$ cat src/sv/rxfw_pkg.sv
// shared types and constants for the receive ring buffer with reply watcher
// no dependencies; imported by rxfw_ring, rxfw_watch and rx_fifo_with_reply_watch
package rxfw_pkg;

    typedef enum logic [1:0] {
        CMD_PUSH  = 2'd0,
        CMD_POP   = 2'd1,
        CMD_START = 2'd2,
        CMD_TICK  = 2'd3
    } cmd_e;

    typedef enum logic [1:0] {
        EVT_NONE    = 2'd0,
        EVT_MATCH   = 2'd1,
        EVT_TIMEOUT = 2'd2
    } evt_e;

    localparam int BYTE_W    = 8;
    localparam int KEY_W     = 64;
    localparam int LEN_W     = 4;
    localparam int TMO_W     = 16;
    localparam int LEVEL_W   = 11;
    localparam int CMD_W     = 2;
    localparam int S_TDATA_W = 96;
    localparam int M_TDATA_W = 24;

    localparam logic [BYTE_W-1:0] EMPTY_READ = 8'hFF;

    typedef struct packed {
        logic               rd_hit;
        logic               empty;
        logic               full;
        logic [LEVEL_W-1:0] level;
    } ring_stat_t;

endpackage

$ cat src/sv/rxfw_watch.sv
// reply watcher: keyword matcher over stored bytes and millisecond timeout counter
// depends on rxfw_pkg
module rxfw_watch #(
    parameter int MAX_KEYWORD = 8
) (
    input  logic                         aclk,
    input  logic                         aresetn,
    input  logic                         op_valid,
    input  rxfw_pkg::cmd_e               op_cmd,
    input  logic                         push_ok,
    input  logic [rxfw_pkg::BYTE_W-1:0]  op_byte,
    input  logic [rxfw_pkg::KEY_W-1:0]   keyword,
    input  logic [rxfw_pkg::LEN_W-1:0]   keyword_len,
    input  logic [rxfw_pkg::TMO_W-1:0]   timeout_ms,
    output rxfw_pkg::evt_e               watch_event
);
    import rxfw_pkg::*;

    localparam int KIDX_W = (MAX_KEYWORD > 1) ? $clog2(MAX_KEYWORD) : 1;
    localparam logic [LEN_W-1:0] MAX_LEN = LEN_W'(MAX_KEYWORD);

    logic [BYTE_W-1:0] key_reg  [MAX_KEYWORD];
    logic [BYTE_W-1:0] key_next [MAX_KEYWORD];
    logic              watching_reg, watching_next;
    logic [LEN_W-1:0]  match_count_reg, match_count_next;
    logic [LEN_W-1:0]  watch_len_reg, watch_len_next;
    logic [TMO_W-1:0]  elapsed_reg, elapsed_next;
    logic [TMO_W-1:0]  limit_reg, limit_next;
    evt_e              event_reg, event_next;

    logic [LEN_W-1:0]  match_idx;
    logic [LEN_W-1:0]  match_inc;
    logic [LEN_W-1:0]  len_sat;
    logic [TMO_W-1:0]  elapsed_inc;
    logic [BYTE_W-1:0] key_cur;

    always_comb begin
        watching_next    = watching_reg;
        match_count_next = match_count_reg;
        watch_len_next   = watch_len_reg;
        elapsed_next     = elapsed_reg;
        limit_next       = limit_reg;
        event_next       = event_reg;
        for (int i = 0; i < MAX_KEYWORD; i++) begin
            key_next[i] = key_reg[i];
        end

        match_idx   = (match_count_reg >= watch_len_reg) ? '0 : match_count_reg;
        match_inc   = match_idx + 1'b1;
        key_cur     = key_reg[match_idx[KIDX_W-1:0]];
        len_sat     = (keyword_len > MAX_LEN) ? MAX_LEN : keyword_len;
        elapsed_inc = elapsed_reg + 1'b1;

        if (op_valid) begin
            event_next = EVT_NONE;
            unique case (op_cmd)
                CMD_PUSH: begin
                    if (push_ok && watching_reg) begin
                        if (op_byte == key_cur) begin
                            if (match_inc >= watch_len_reg) begin
                                watching_next    = 1'b0;
                                match_count_next = '0;
                                event_next       = EVT_MATCH;
                            end else begin
                                match_count_next = match_inc;
                            end
                        end else begin
                            match_count_next = (op_byte == key_reg[0]) ? LEN_W'(1) : '0;
                        end
                    end
                end
                CMD_POP: begin
                end
                CMD_START: begin
                    for (int i = 0; i < MAX_KEYWORD; i++) begin
                        key_next[i] = keyword[i*BYTE_W +: BYTE_W];
                    end
                    watch_len_next   = len_sat;
                    limit_next       = timeout_ms;
                    elapsed_next     = '0;
                    match_count_next = '0;
                    watching_next    = 1'b0;
                    if (len_sat == '0) begin
                        event_next = EVT_MATCH;
                    end else if (timeout_ms == '0) begin
                        event_next = EVT_TIMEOUT;
                    end else begin
                        watching_next = 1'b1;
                    end
                end
                CMD_TICK: begin
                    if (watching_reg) begin
                        elapsed_next = elapsed_inc;
                        if (elapsed_inc >= limit_reg) begin
                            watching_next    = 1'b0;
                            match_count_next = '0;
                            event_next       = EVT_TIMEOUT;
                        end
                    end
                end
            endcase
        end
    end

    always_ff @(posedge aclk) begin
        if (!aresetn) begin
            watching_reg    <= 1'b0;
            match_count_reg <= '0;
            watch_len_reg   <= '0;
            elapsed_reg     <= '0;
            limit_reg       <= '0;
            event_reg       <= EVT_NONE;
            for (int i = 0; i < MAX_KEYWORD; i++) begin
                key_reg[i] <= '0;
            end
        end else begin
            watching_reg    <= watching_next;
            match_count_reg <= match_count_next;
            watch_len_reg   <= watch_len_next;
            elapsed_reg     <= elapsed_next;
            limit_reg       <= limit_next;
            event_reg       <= event_next;
            for (int i = 0; i < MAX_KEYWORD; i++) begin
                key_reg[i] <= key_next[i];
            end
        end
    end

    assign watch_event = event_reg;

endmodule
$ cat config.mk
export PLATFORM = sky130hd
export DESIGN_NAME = rxfw_watch
export DESIGN_NICKNAME = d
export VERILOG_FILES = /design/src/sv/rxfw_pkg.sv /design/src/sv/rxfw_watch.sv
export SDC_FILE = /design/constraint.sdc
export NUM_CORES = 1
export LEC_CHECK = 0
export CAP_MARGIN = 15
export CORE_UTILIZATION = 58
export CTS_CLUSTER_SIZE = 24
export DETAILED_ROUTE_END_ITERATION = 7
export DONT_BUFFER_PORTS = 1
export PLACE_DENSITY = 0.81
export SKIP_LAST_GASP = 1
export SYNTH_ARGS = -nofsm -noshare
export SYNTH_HDL_FRONTEND = slang
export SYNTH_SLANG_ARGS = --single-unit
$ cat constraint.sdc
create_clock -name aclk -period 3.28 [get_ports aclk]
set_clock_uncertainty 0.1 [all_clocks]
set_input_delay 0.492 -clock aclk [delete_from_list [all_inputs] [get_ports aclk]]
set_output_delay 0.492 -clock aclk [all_outputs]
set_load 0.02 [all_outputs]
=== Word level (Yosys, flattened, before mapping) ===
Memory sizes are Yosys's and may differ from the RTL's.
Cells that the tools add are included.
W data, S select, Z words.

* Memories: 1
* Bits of input ports: 98
* Bits in latches: 0
* Bits in registers: 43
* Bits in writable memories: 64
* Bits in read-only memories: 0
* Word-level logic and storage cells: 82

* Magnitude comparators: 4
* Shift-type cells: 0
* Divide/modulo/power cells: 0
* Multipliers: 0
* Reductions and logical operators: 11
* Multiplexer cells: 39
* Equality and inequality tests: 11
* Bitwise logic cells: 8
* Add/sub/neg operators: 2

{| class="wikitable"
|+ Memory list
! name !! depth !! bits a word !! rd ports !! clocked after Yosys merged registers in !! write ports !! line !! RTL
|-
| key_reg || 8 || 8 || 2 || 0 || 8 || rxfw_watch.sv:22 || <nowiki>logic [BYTE_W-1:0] key_reg [MAX_KEYWORD];</nowiki>
|}

{| class="wikitable"
|+ Operators with widths
! kind !! count
|-
| $mux W64 || 2
|-
| $mux W8 || 8
|-
| $pmux W16 S2 || 1
|-
| $mux W4 || 7
|-
| $add A16 B1 Y16 const B || 1
|-
| $eq A8 B8 Y1 || 2
|-
| $ge A16 B16 Y1 || 1
|-
| $logic_not A16 Y1 || 1
|-
| $mux W16 || 1
|-
| $mux W1 || 13
|-
| $ne A2 B2 Y1 const B || 6
|-
| $pmux W4 S3 || 1
|-
| $reduce_and A5 Y1 || 2
|-
| $ge A4 B4 Y1 || 2
|-
| $mux W2 || 4
|-
| $or A1 B1 Y1 || 8
|-
| $pmux W2 S3 || 1
|-
| $reduce_and A3 Y1 || 2
|-
| $add A4 B1 Y4 const B || 1
|-
| $eq A2 B2 Y1 const B || 2
|-
| $gt A4 B4 Y1 const B || 1
|-
| $logic_not A4 Y1 || 1
|-
| $pmux W1 S3 || 1
|-
| $reduce_bool A3 Y1 || 1
|-
| other kinds (5) || 5
|}

=== Depth between registers and ports, before layout ===
Gate-level depths: netlist of run 1.

* Word-level depth: 8
* Gate-level depth with buffers: 16
* Mapped depth without buffers: 15

=== Worst setup path before layout of run 1 ===
Ideal clock, no wire load.

* Path type: flip-flop to flip-flop
* Start: register match_count_reg[0]
* End: register match_count_reg[0]
* Setup slack: -350 ps
* Period minus slack after synthesis: 3,630 ps
* Library setup time: 74 ps
* Data arrival time: 3,456 ps
* Buffers on the path: 2
* Stages on the path, launching flop included: 13
* Cells stage by stage: dfxtp_1 > buf_6 > clkbuf_1 > inv_1 > ha_1 > nor3b_4 > o211ai_2 > a221oi_2 > o221ai_1 > xor2_1 > or4_4 > or4_1 > a31oi_1

* Cells in the longest elaborated chain, start to end: 8

{| class="wikitable"
|+ Ends and longest elaborated chain
! what !! line !! RTL
|-
| from (decl) || rxfw_watch.sv:25 || <nowiki>logic [LEN_W-1:0] match_count_reg, match_count_next;</nowiki>
|-
| from (signal assigned) || rxfw_watch.sv:118 || <nowiki>match_count_reg <= match_count_next;</nowiki>
|-
| $ge A4 B4 Y1 || rxfw_watch.sv:48 || <nowiki>match_idx = (match_count_reg >= watch_len_reg) ? '0 : match_count_reg;</nowiki>
|-
| $mux W4 * || rxfw_watch.sv:48 ||
|-
| $add A4 B1 Y4 || rxfw_watch.sv:49 || <nowiki>match_inc = match_idx + 1'b1;</nowiki>
|-
| $ge A4 B4 Y1 || rxfw_watch.sv:60 || <nowiki>if (match_inc >= watch_len_reg) begin</nowiki>
|-
| $mux W4 || rxfw_watch.sv:60 ||
|-
| $mux W4 * || rxfw_watch.sv:59 || <nowiki>if (op_byte == key_cur) begin</nowiki>
|-
| $mux W4 * || rxfw_watch.sv:58 || <nowiki>if (push_ok && watching_reg) begin</nowiki>
|-
| $pmux W4 S3 * || rxfw_watch.sv:56 || <nowiki>unique case (op_cmd)</nowiki>
|}

Mark *: on every way between the ends. The rest lies on a longest branch, timed or not. The select of a mux whose other input is x is not followed.
A chain may end at the register's enable or synchronous reset.

=== Worst setup path in the final report of run 1 ===
* Start: register watch_len_reg[3]
* End: register match_count_reg[0]

* Cells in the longest elaborated chain, start to end: 8

{| class="wikitable"
|+ Ends and longest elaborated chain
! what !! line !! RTL
|-
| from (decl) || rxfw_watch.sv:26 || <nowiki>logic [LEN_W-1:0] watch_len_reg, watch_len_next;</nowiki>
|-
| from (signal assigned) || rxfw_watch.sv:119 || <nowiki>watch_len_reg <= watch_len_next;</nowiki>
|-
| $ge A4 B4 Y1 || rxfw_watch.sv:48 ||
|-
| $mux W4 || rxfw_watch.sv:48 ||
|-
| $add A4 B1 Y4 || rxfw_watch.sv:49 ||
|-
| $ge A4 B4 Y1 || rxfw_watch.sv:60 ||
|-
| $mux W4 || rxfw_watch.sv:60 ||
|-
| $mux W4 * || rxfw_watch.sv:59 ||
|-
| $mux W4 * || rxfw_watch.sv:58 ||
|-
| $pmux W4 S3 * || rxfw_watch.sv:56 ||
|}

Marked as above.

==> results.md, run 1 <==
* Worst Tran Pin Value at 847 ps
* Outcome: finished with violations
* Minimum clock period at 3290 ps
* Share of cells above drive strength 1 at 0.166
* Largest net degree at the start of global routing at 77
* GR Overflow Total at 0
* Final setup viols at 1
* TritonCTS clock tree: done
* Post-synth top area cell: edfxtp_1
* Post-synthesis mux area share at 0.0361
* WL per Instance at between 15 and 20 um
* Post-synth EDFFs at 56
* Kind of end point of the critical path: flop
* Vias at ~4300
* Clock Path Buffers at 2
* Global Route Usage Sum at 0.276
* Vias in the first global route at roughly 4300
* Main combinational cell family by area after synthesis: simple AND/OR/NAND/NOR gates
* Vias per inst at roughly 6.2
* Compound-gate portion of the synthesized area at 0.164
* Met3 wire length at 1130 um
* Worst-Skew Late Latency at 400 ps
* Leak Pwr at between 2 and 2.5 nW
* Routed wl met2 at 6340 um
* Hold slack at 101 ps
* Worst-path maximum fanout at 5
* Setup WS post-layout at -11.5 ps
* DR iter-0 viols at 348
* Final slew viol count at 0
* CP startpoint kind: flop
* Hold WC Path Type: input pin to flop
* RSZ-0062 raised after global routing: yes
* Post-route design area at between 6000 and 7000 sq um
* Std-Cell Rows at 35
* Mapped Avg Cell Area at 10.3 sq um
* Syn Std Cell Area at 5550 sq um
* Crit path DAT at 3500 ps
* Number of diodes at 0
* Maximum vdd ir drop at 259 uV
* Post-synth net total at 663
* Violated checks: setup timing
* Initial antenna violation count at 0
* Clk sinks at 107
* Top layer in use: met4
* Crit path required time at 3480 ps
* Total chip power at about 2.5 mW
* Main synth FF type: edfxtp_1
* Die Height at between 90 and 100 um
* Drt total wl at 13300 um
* Setup WS pre-CTS at -60.0 ps
* # port buffers at 0
* Area growth syn-to-layout at 13.8%
* H-tree Lvls at 3
* Yosys top cell area share at 0.303
* Mapped Cells at 540
* Sequential-to-total area share from yosys stat at 0.487
* DRC at 0
* Die W at 99.8 um
* Post-DRT Antenna Nets at 0
* I/O pin count at 100
* Area contributors post-synth: edfxtp_1, dfxtp_1, and2_1
* Initial Utilization at 0.601
* Drt first pass iters at 5
* Synth Area in Simple Gates at 0.171
* Final non-filler cell total at 690
* Netlist cell types at 60
* Clock slew at reported path FFs at 120 ps
* WS Path Type: flop to flop
* Fin nets at about 680
* Max reg flops at 64
* Root Driver: clkbuf_8
* Synth Area in Adders at 0.0564
* Final Cycle Share at 1.00
* Fin util at 0.683
* Cts bufs inserted at 9
* Max cap viols at 0
* Synth Warn # at 0
* Setup_tns at -11.5 ps
* Power per cell area at just over 400 nW/um^2
* Placeable core area at 9240 sq um
* Placed cells at 663
* Routed met1 length at between 5000 and 6000 um
* RD Place Congestion at 0.936
* Die footprint at about 10000 sq um
* Synth async-reset ratio at 0
* Post-DP Area at between 5000 and 6000 sq um
* First-pass GRT wire length at 21000 um
* XOR/XNOR share of the synthesized area at 0.0458
* FF+latch count, synth at 107
* FMAX at a little over 300 MHz
* Final Hold Viols at 0
* Hold_buf cts at 0
* Rel. slew slack at 0.435
* Post-DP HPWL at 9510 um
-- layout make-up --
class / instances / area [sq um]
multi-input cells: 378 / 2850
clock buffers: 9 / 124
well taps: 129 / 161
inverters: 30 / 113
clock inverters: 7 / 104
flip-flops and latches: 107 / 2710
repair buffers: 30 / 254
fillers: 666 / 2930
-- final timing paths --
check                                              startpoint                               to  slack, ps  cells after the start
worst min register to register      limit_reg[0]$_SDFFE_PN0P_        limit_reg[0]$_SDFFE_PN0P_        400                      1
worst max register to register  watch_len_reg[3]$_SDFFE_PN0P_  match_count_reg[0]$_SDFFE_PN0P_        -10                     12
worst min-delay path                           timeout_ms[13]       limit_reg[13]$_SDFFE_PN0P_        100                      2
worst max-delay path            watch_len_reg[3]$_SDFFE_PN0P_  match_count_reg[0]$_SDFFE_PN0P_        -10                     12
-- metal layers --
| layer | GRT usage | vias to the layer above |
|---|---|---|
| li1 | - | 1988 |
| met1 | 0.354 | 2042 |
| met2 | 0.446 | 229 |
| met3 | 0.0613 | 46 |
| met4 | 0.130 | 0 |
| met5 | 0 | - |
-- where the power goes --
group	switching [mW]	internal [mW]	total (mW)
Sequential	0.0244	1.47	1.49
Combinational	0.108	0.0736	0.181
Clock	0.545	0.326	0.871
-- cells in the final DEF, fill, tap and decap left out, types with 4 or more instances in the layout --
| master | instances |
|---|---|
| xor2_1 | 17 |
| and3_1 | 7 |
| and3_4 | 5 |
| and2_1 | 57 |
| o21ai_1 | 4 |
| inv_1 | 28 |
| mux2i_1 | 11 |
| nor3_1 | 4 |
| xnor2_1 | 8 |
| xnor2_2 | 4 |
| buf_4 | 27 |
| a21o_1 | 12 |
| nand3_1 | 12 |
| nor4_1 | 7 |
| o21ai_0 | 35 |
| ha_1 | 20 |
| nand2_1 | 29 |
| nand4_1 | 4 |
| a22oi_1 | 13 |
| a21oi_1 | 16 |
| edfxtp_1 | 56 |
| a22o_1 | 10 |
| clkbuf_8 | 9 |
| dfxtp_1 | 47 |
| nor2_1 | 36 |
-- cells by family after synthesis --
group	count (synthesis)
fa+ha+maj	25
buf+inv	55
flops	107
xor+xnor	29
mux	16
simple gates	177
compound gates	131
-- Yosys cell counts (3+ instances only) --
cell type / count
ha_1: 25
nand2b_1: 3
dfxtp_1: 51
o221ai_1: 5
mux2i_1: 11
nand3_1: 14
nand4_1: 4
o21ai_1: 4
and2_1: 57
nor3_1: 5
a21o_1: 12
a221oi_1: 4
edfxtp_1: 56
inv_1: 29
clkbuf_1: 20
a22oi_1: 13
mux4_2: 3
nor4_1: 7
a211oi_1: 3
nor2_1: 36
a31oi_1: 3
a32o_1: 3
xnor2_1: 12
a21oi_1: 17
and3_1: 12
nand2_1: 29
xor2_1: 17
a22o_1: 10
o21ai_0: 37
-- worst max-delay path, stage by stage (launching register included) --
cell      delay (ps)
dfxtp_1          330
inv_1             60
ha_2             380
o211ai_4         140
o211ai_1         490
inv_1            200
ha_4             210
xor2_1           230
ha_1             280
nand2_1           80
o21ai_2           80
or4_1            480
a31oi_1          140
-- what timing repair did --
action | CTS | global route
gates resized for setup | 20 | 16
buffers inserted | 7 | 4
setup endpoints to repair | 6 | 7
pin swaps | 9 | 17
Note: power is estimated with default switching activity, not from simulation.
==> inputs of run 2 (changes only) <==
--- a/config.mk
+++ b/config.mk
@@ -6,6 +6,8 @@
 export NUM_CORES = 1
 export LEC_CHECK = 0
 export CAP_MARGIN = 15
+export CORE_ASPECT_RATIO = 1.25
+export CORE_MARGIN = 1.5
 export CORE_UTILIZATION = 58
 export CTS_CLUSTER_SIZE = 24
 export DETAILED_ROUTE_END_ITERATION = 7
==> run 2 against run 1 <==
  * The run still ends with setup timing left
  * Core utilization about the same
  * Critical path depth down 1
  * Maximum frequency about the same
  * Critical path type unchanged
  * Critical endpoint unchanged
  * Largest power group unchanged
==> results.md, run 2 (synthesis gave the netlist of run 1 again) <==
* Worst Tran Pin Value at 667 ps (-180 ps)
* Placed cells at 655 (-1.2%)
* Footprint of the multi-input gates at 2830 sq um (-0.53%)
* Post-DP HPWL at 9370 um (-1.5%)
* Root Driver: clkbuf_16
* Violated checks: setup timing
* Placeable core area at 9220 sq um (-0.19%)
* Power per cell area at 431 nW/um^2 (+6.8%)
* Share of cells above drive strength 1 at 0.154 (-0.0114)
* FMAX at 304 MHz (about the same)
* Worst-Skew Late Latency at 340 ps (-60 ps)
* Fin nets at 675 (-0.59%)
* Largest net degree at the start of global routing at 83 (+7.8%)
* DR iter-0 viols at 300 (-14%)
* Worst-path maximum fanout at 6 (+1)
* Clk sinks at 107 (unchanged)
* Setup WS post-layout at -10.9 ps (+0.548 ps)
* Final Hold Viols at 0 (unchanged)
* Rel. slew slack at 0.555 (+0.120)
* RSZ-0062 raised after global routing: yes
* CP startpoint kind: flop
* Area growth syn-to-layout at 13.6%
* RD Place Congestion at 1.01 (+7.8%)
* Reg2Reg Setup Slack at -10 ps (about the same)
* Die W at 90.5 um (-9.3%)
* Crit path DAT at 3450 ps (-50 ps)
* Vias per inst at 6.23 (-0.16%)
* Final non-filler cell total at 681 (-1.3%)
* WS Path Type: flop to flop
* Hold path depth at 2 (unchanged)
* Hold slack at 156 ps (+54.9 ps)
* TritonCTS clock tree: done
* Hold WC Path Type: input pin to flop
* H-tree Lvls at 3 (unchanged)
* Post-DRT Antenna Nets at 0 (unchanged)
* Fillers at 656 (-1.5%)
* Minimum clock period at 3290 ps (-0.548 ps)
* Global Route Usage Sum at 0.260 (-0.0157)
* Crit path required time at 3440 ps (-40 ps)
* Most frequent cells in the layout: and2_1, edfxtp_1, dfxtp_1, nor2_1, o21ai_0
* Die footprint at 10200 sq um (+2.1%)
* Drt total wl at 13100 um (-1.2%)
* Outcome: finished with violations
* Maximum vdd ir drop at 220 uV (-15%)
* Die Height at 112 um (+13%)
* GR Overflow Total at 0 (unchanged)
* Flip-flop and latch area at 2710 sq um (about the same)
* Kind of end point of the critical path: flop
* Worst R2R Path Depth at 11 (-1)
* Cts bufs inserted at 9 (unchanged)
* Clock Path Buffers at 2 (unchanged)
* Final Cycle Share at 1.00 (about the same)
* Max cap viols at 0 (unchanged)
* Commonest non-fill, non-tap cell in the layout: and2_1
* I/O pin count at 100 (unchanged)
* Vias at 4242 (-1.5%)
* Final slew viol count at 0 (unchanged)
* Vias in the first global route at 4198 (-2.9%)
* Leak Pwr at 2.40 nW (+0.51%)
* Drt first pass iters at 7 (+2)
* First-pass GRT wire length at 20400 um (-2.7%)
* # port buffers at 0 (unchanged)
* Max reg flops at 64 (unchanged)
* DRC at 0 (unchanged)
* Hold_buf cts at 0 (unchanged)
* Clock slew at reported path FFs at 70 ps (-50 ps)
* Initial Utilization at 0.602 (+0.00114)
* WL per Instance at 19.3 um (+0.13%)
* Std-Cell Rows at 39 (+11%)
* Final setup viols at 1 (unchanged)
* Initial antenna violation count at 1 (+1)
-- run 2: cell types whose count changed in the layout (fill, tap and decap cells not counted), moves of 3 or more --
cell / before / now
clkbuf_8: 9 / 0
clkinv_8: 3 / 0
dfxtp_2: 2 / 6
clkbuf_1: 0 / 3
clkbuf_16: 0 / 9
-- run 2: final timing paths --
check	endpoint	startpoint
worst min-delay path	limit_reg[12]$_SDFFE_PN0P_	timeout_ms[12]
worst max-delay path	match_count_reg[0]$_SDFFE_PN0P_	watch_len_reg[3]$_SDFFE_PN0P_
worst max register to register	match_count_reg[0]$_SDFFE_PN0P_	watch_len_reg[3]$_SDFFE_PN0P_
worst min register to register	limit_reg[15]$_SDFFE_PN0P_	limit_reg[15]$_SDFFE_PN0P_
-- run 2: power breakdown --
| part | switching [mW] | internal, mW | total [mW] |
|---|---|---|---|
| registers | 0.0238 | 1.47 | 1.50 |
| logic | 0.106 | 0.0684 | 0.174 |
| clock network | 0.452 | 0.593 | 1.04 |
| total | 0.581 | 2.13 | 2.72 |
-- run 2: what timing repair did --
action,in CTS,in global routing
pin swaps,4,17
resized for setup,10,24
setup endpoints to repair,6,6
buffers inserted,3,6
-- run 2: through the flow --
stage / TNS (ps) / power, mW / setup WS (ps) / utilization / cell area (sq um)
floorplan: -39.1 / 1.64 / -39.1 / - / 5620
global placement: 0 / 1.68 / 8.68 / 0.629 / 5800
detailed placement: -375 / 1.69 / -108 / 0.629 / 5800
CTS: 0 / 2.73 / 10.3 / 0.668 / 6160
global route: -188 / 2.80 / -89.0 / 0.684 / 6310
finish: -10.9 / 2.72 / -10.9 / 0.684 / 6310
-- run 2: layout make-up --
class	instances	area share
Multi-Input combinational cell	378	0.449
Sequential cell	107	0.430
Clock buffer	12	0.0375
Timing Repair Buffer	26	0.0329
Tap cell	123	0.0244
Inverter	30	0.0179
Clock inverter	4	0.00813
Antenna cell	1	0.000397
-- run 2: metal layers --
metal / GRT usage / routed length, um / up-vias
met5: 0 / 0 / -
met4: 0.132 / 471 / 0
met3: 0.0786 / 991 / 39
met2: 0.459 / 6870 / 191
met1: 0.280 / 4810 / 2024
li1: - / - / 1988
-- run 2: critical path, stage by stage, from the launching register on --
cell and delay [ps]:
dfxtp_1 340, inv_1 110, ha_4 320, o211ai_4 130, buf_4 160, o211a_4 260
a221oi_2 200, o221ai_1 190, xor2_1 170, or4_4 520, or4_1 540, a31oi_1 160
==> inputs of run 3 (changes only) <==
--- a/config.mk
+++ b/config.mk
@@ -5,6 +5,7 @@
 export SDC_FILE = /design/constraint.sdc
 export NUM_CORES = 1
 export LEC_CHECK = 0
+export ABC_CLOCK_PERIOD_IN_PS = 2800
 export CAP_MARGIN = 15
 export CORE_ASPECT_RATIO = 1.25
 export CORE_MARGIN = 1.5
==> constraint.sdc (replaced) <==
create_clock -name aclk -period 2.8 [get_ports aclk]
set_clock_uncertainty 0.1 [all_clocks]
set_input_delay 0.42 -clock aclk [delete_from_list [all_inputs] [get_ports aclk]]
set_output_delay 0.42 -clock aclk [all_outputs]
set_load 0.02 [all_outputs]
==> run 3 against run 2 <==
  * The flow still finishes with violations (setup timing)
  * Critical path depth grew 4
  * Non-clock buffer count grew 37
  * Maximum frequency grew 2.6%
  * Routed wire length grew 6.6%
  * Register-to-register slack lost 400 ps
  * Flip-flop and latch count is the same
  * Critical endpoint is now match_count_reg[1]$_SDFFE_PN0P_
==> results.md, run 3 (synthesis gave the netlist of run 1 again) <==
* Outcome: finished with violations
* Violated checks: setup timing
* I/O pin count at 100 (unchanged)
* Commonest non-fill, non-tap cell in the layout: buf_4
* Hold_buf cts at 0 (unchanged)
* Final slew viol count at 0 (unchanged)
* Crit path max-delay family: compound AO/OA/AOI/OAI gates
* Fin nets at 712 (+5.5%)
* Setup_tns at -2200 ps (-2190 ps)
* Largest net degree at the start of global routing at 58 (-30%)
* Area growth syn-to-layout at 18.6%
* Worst-Skew Late Latency at 350 ps (about the same)
* CP startpoint kind: flop
* Net switching power at 0.711 mW (+22%)
* Setup WS post-layout at -409 ps (-398 ps)
* Hold WC Path Type: input pin to flop
* Clk sinks at 107 (unchanged)
* Most used cell, CP: and3_4
* FMAX at 312 MHz (+2.6%)
* WL per Instance at 19.6 um (+1.4%)
* Final setup viols at 7 (+6)
* Clock share of power at 0.387 (+0.002)
* Initial antenna violation count at 0 (-1)
* Cts bufs inserted at 9 (unchanged)
* Std-Cell Rows at 39 (unchanged)
* CP cell instances: and3_4, and3_4, and3_4, and3_4, nand3_2, xnor2_2, ha_1, a21o_1, a21o_1, a21oi_2, o21ai_1, a21o_1, a2111oi_4, nand2_1, o41ai_2
* Power per cell area at 488 nW/um^2 (+13%)
* Root Driver: clkbuf_16
* TritonCTS clock tree: done
* Number of diodes at 0 (-1)
* GR Overflow Total at 0 (unchanged)
* Drt first pass iters at 4 (-3)
* Combinational share of power at 0.068 (+0.004)
* Global Route Usage Sum at 0.284 (+0.0241)
* Total chip power at 3.21 mW (+18%)
* Internal at 2.50 mW (+17%)
* Maximum vdd ir drop at 341 uV (+55%)
* Post-DP HPWL at 10200 um (+8.7%)
* Rel. slew slack at 0.594 (+0.0388)
* RD Place Congestion at 0.905 (-10%)
* # port buffers at 0 (unchanged)
* Sw frac at 0.221 (+0.00741)
* Share of cells above drive strength 1 at 0.202 (+0.0480)
* Final Hold Viols at 0 (unchanged)
* Seq pwr share at 0.545 (-0.006)
* H-tree Lvls at 3 (unchanged)
* Setup WS pre-CTS at -475 ps (-366 ps)
* Critical Path Max Stage Delay at 370 ps (-170 ps)
* Initial Utilization at 0.602 (unchanged)
* Worst-path maximum fanout at 4 (-2)
* Vias in the first global route at 4499 (+7.2%)
* First-pass GRT wire length at 22400 um (+10%)
* Minimum clock period at 3210 ps (-81.9 ps)
* Crit path required time at 2940 ps (-500 ps)
* CP max stage cell: a2111oi_4
* Crit path DAT at 3350 ps (-100 ps)
* DRC at 0 (unchanged)
* Placeable core area at 9220 sq um (unchanged)
* Clock slew at reported path FFs at 70 ps (about the same)
* Vias at 4353 (+2.6%)
* Die footprint at 10200 sq um (unchanged)
* Clock Path Buffers at 2 (unchanged)
* Most frequent cells in the layout: buf_4, and2_1, edfxtp_1, dfxtp_1, nor2_1
* Worst Tran Pin Value at 603 ps (-63.8 ps)
* Kind of end point of the critical path: flop
* Max cap viols at 0 (unchanged)
* Post-DRT Antenna Nets at 0 (unchanged)
* Final Cycle Share at 1.15 (+0.143)
* Leak Pwr at 2.57 nW (+7.1%)
* Drt total wl at 14000 um (+6.6%)
* Hold slack at 87.8 ps (-67.8 ps)
* RSZ-0062 raised after global routing: yes
* Buf/Inv on CP at 0 (-2)
* DR iter-0 viols at 259 (-14%)
* Max reg flops at 64 (unchanged)
* Die W at 90.5 um (unchanged)
* Die Height at 112 um (unchanged)
* WS Path Type: flop to flop
* Vias per inst at 6.08 (-2.4%)
==> run 3: worst reg2reg max path, cell delays in order, from the launching register on <==
cell and delay [ps]:
dfxtp_2 360, and3_4 190, and3_4 190, and3_4 200
and3_4 190, nand3_2 90, xnor2_2 160, ha_1 300
a21o_1 160, a21o_1 160, a21oi_2 110, o21ai_1 70
a21o_1 240, a2111oi_4 380, nand2_1 130, o41ai_2 70
==> run 3: power by group through the flow <==
stage	Combinational (mW)	Clock, mW	Sequential [mW]
final	0.217	1.24	1.75
after global routing	0.237	1.32	1.76
after CTS	0.215	1.26	1.75
after detailed placement	0.206	0	1.79
after global placement	0.201	0	1.78
after floorplan	0.141	0	1.78
==> run 3: repair_timing <==
item,4_1_cts,5_1_grt
buffers inserted,5,1
pin swaps,15,12
gates resized for setup,16,6
setup endpoints to repair,7,7
endpoints found under the hold margin,0,0
==> run 3: stage by stage <==
stage          utilization  cells  area, sq um
2_1_floorplan            -    540         5670
3_3_place_gp         0.667    695         6150
3_5_place_dp         0.667    695         6150
4_1_cts              0.710    715         6550
5_1_grt              0.713    716         6580
6_report             0.713    716         6580
==> run 3: cell type report <==
class / instances / area (sq um)
multi-input cells: 378 / 2810
flip-flops and latches: 107 / 2710
fillers: 624 / 2640
repair buffers: 63 / 502
clock buffers: 10 / 229
well taps: 123 / 154
inverters: 30 / 118
clock inverters: 5 / 56.3
==> run 3: path summary, 6_finish.rpt <==
check | cells past startpoint | startpoint | slack (ps) | to
worst min-delay path | 2 | timeout_ms[15] | 90 | limit_reg[15]$_SDFFE_PN0P_
worst max-delay path | 15 | elapsed_reg[0]$_SDFFE_PN0P_ | -410 | match_count_reg[1]$_SDFFE_PN0P_
worst min register to register | 2 | elapsed_reg[1]$_SDFFE_PN0P_ | 380 | elapsed_reg[1]$_SDFFE_PN0P_
worst max register to register | 15 | elapsed_reg[0]$_SDFFE_PN0P_ | -410 | match_count_reg[1]$_SDFFE_PN0P_
==> run 3: layer usage <==
metal | wire [um] | vias up | GRT usage
li1 | - | 2056 | -
met1 | 5310 | 2099 | 0.320
met2 | 7260 | 162 | 0.503
met3 | 914 | 36 | 0.0678
met4 | 525 | 0 | 0.135
met5 | 0 | - | 0
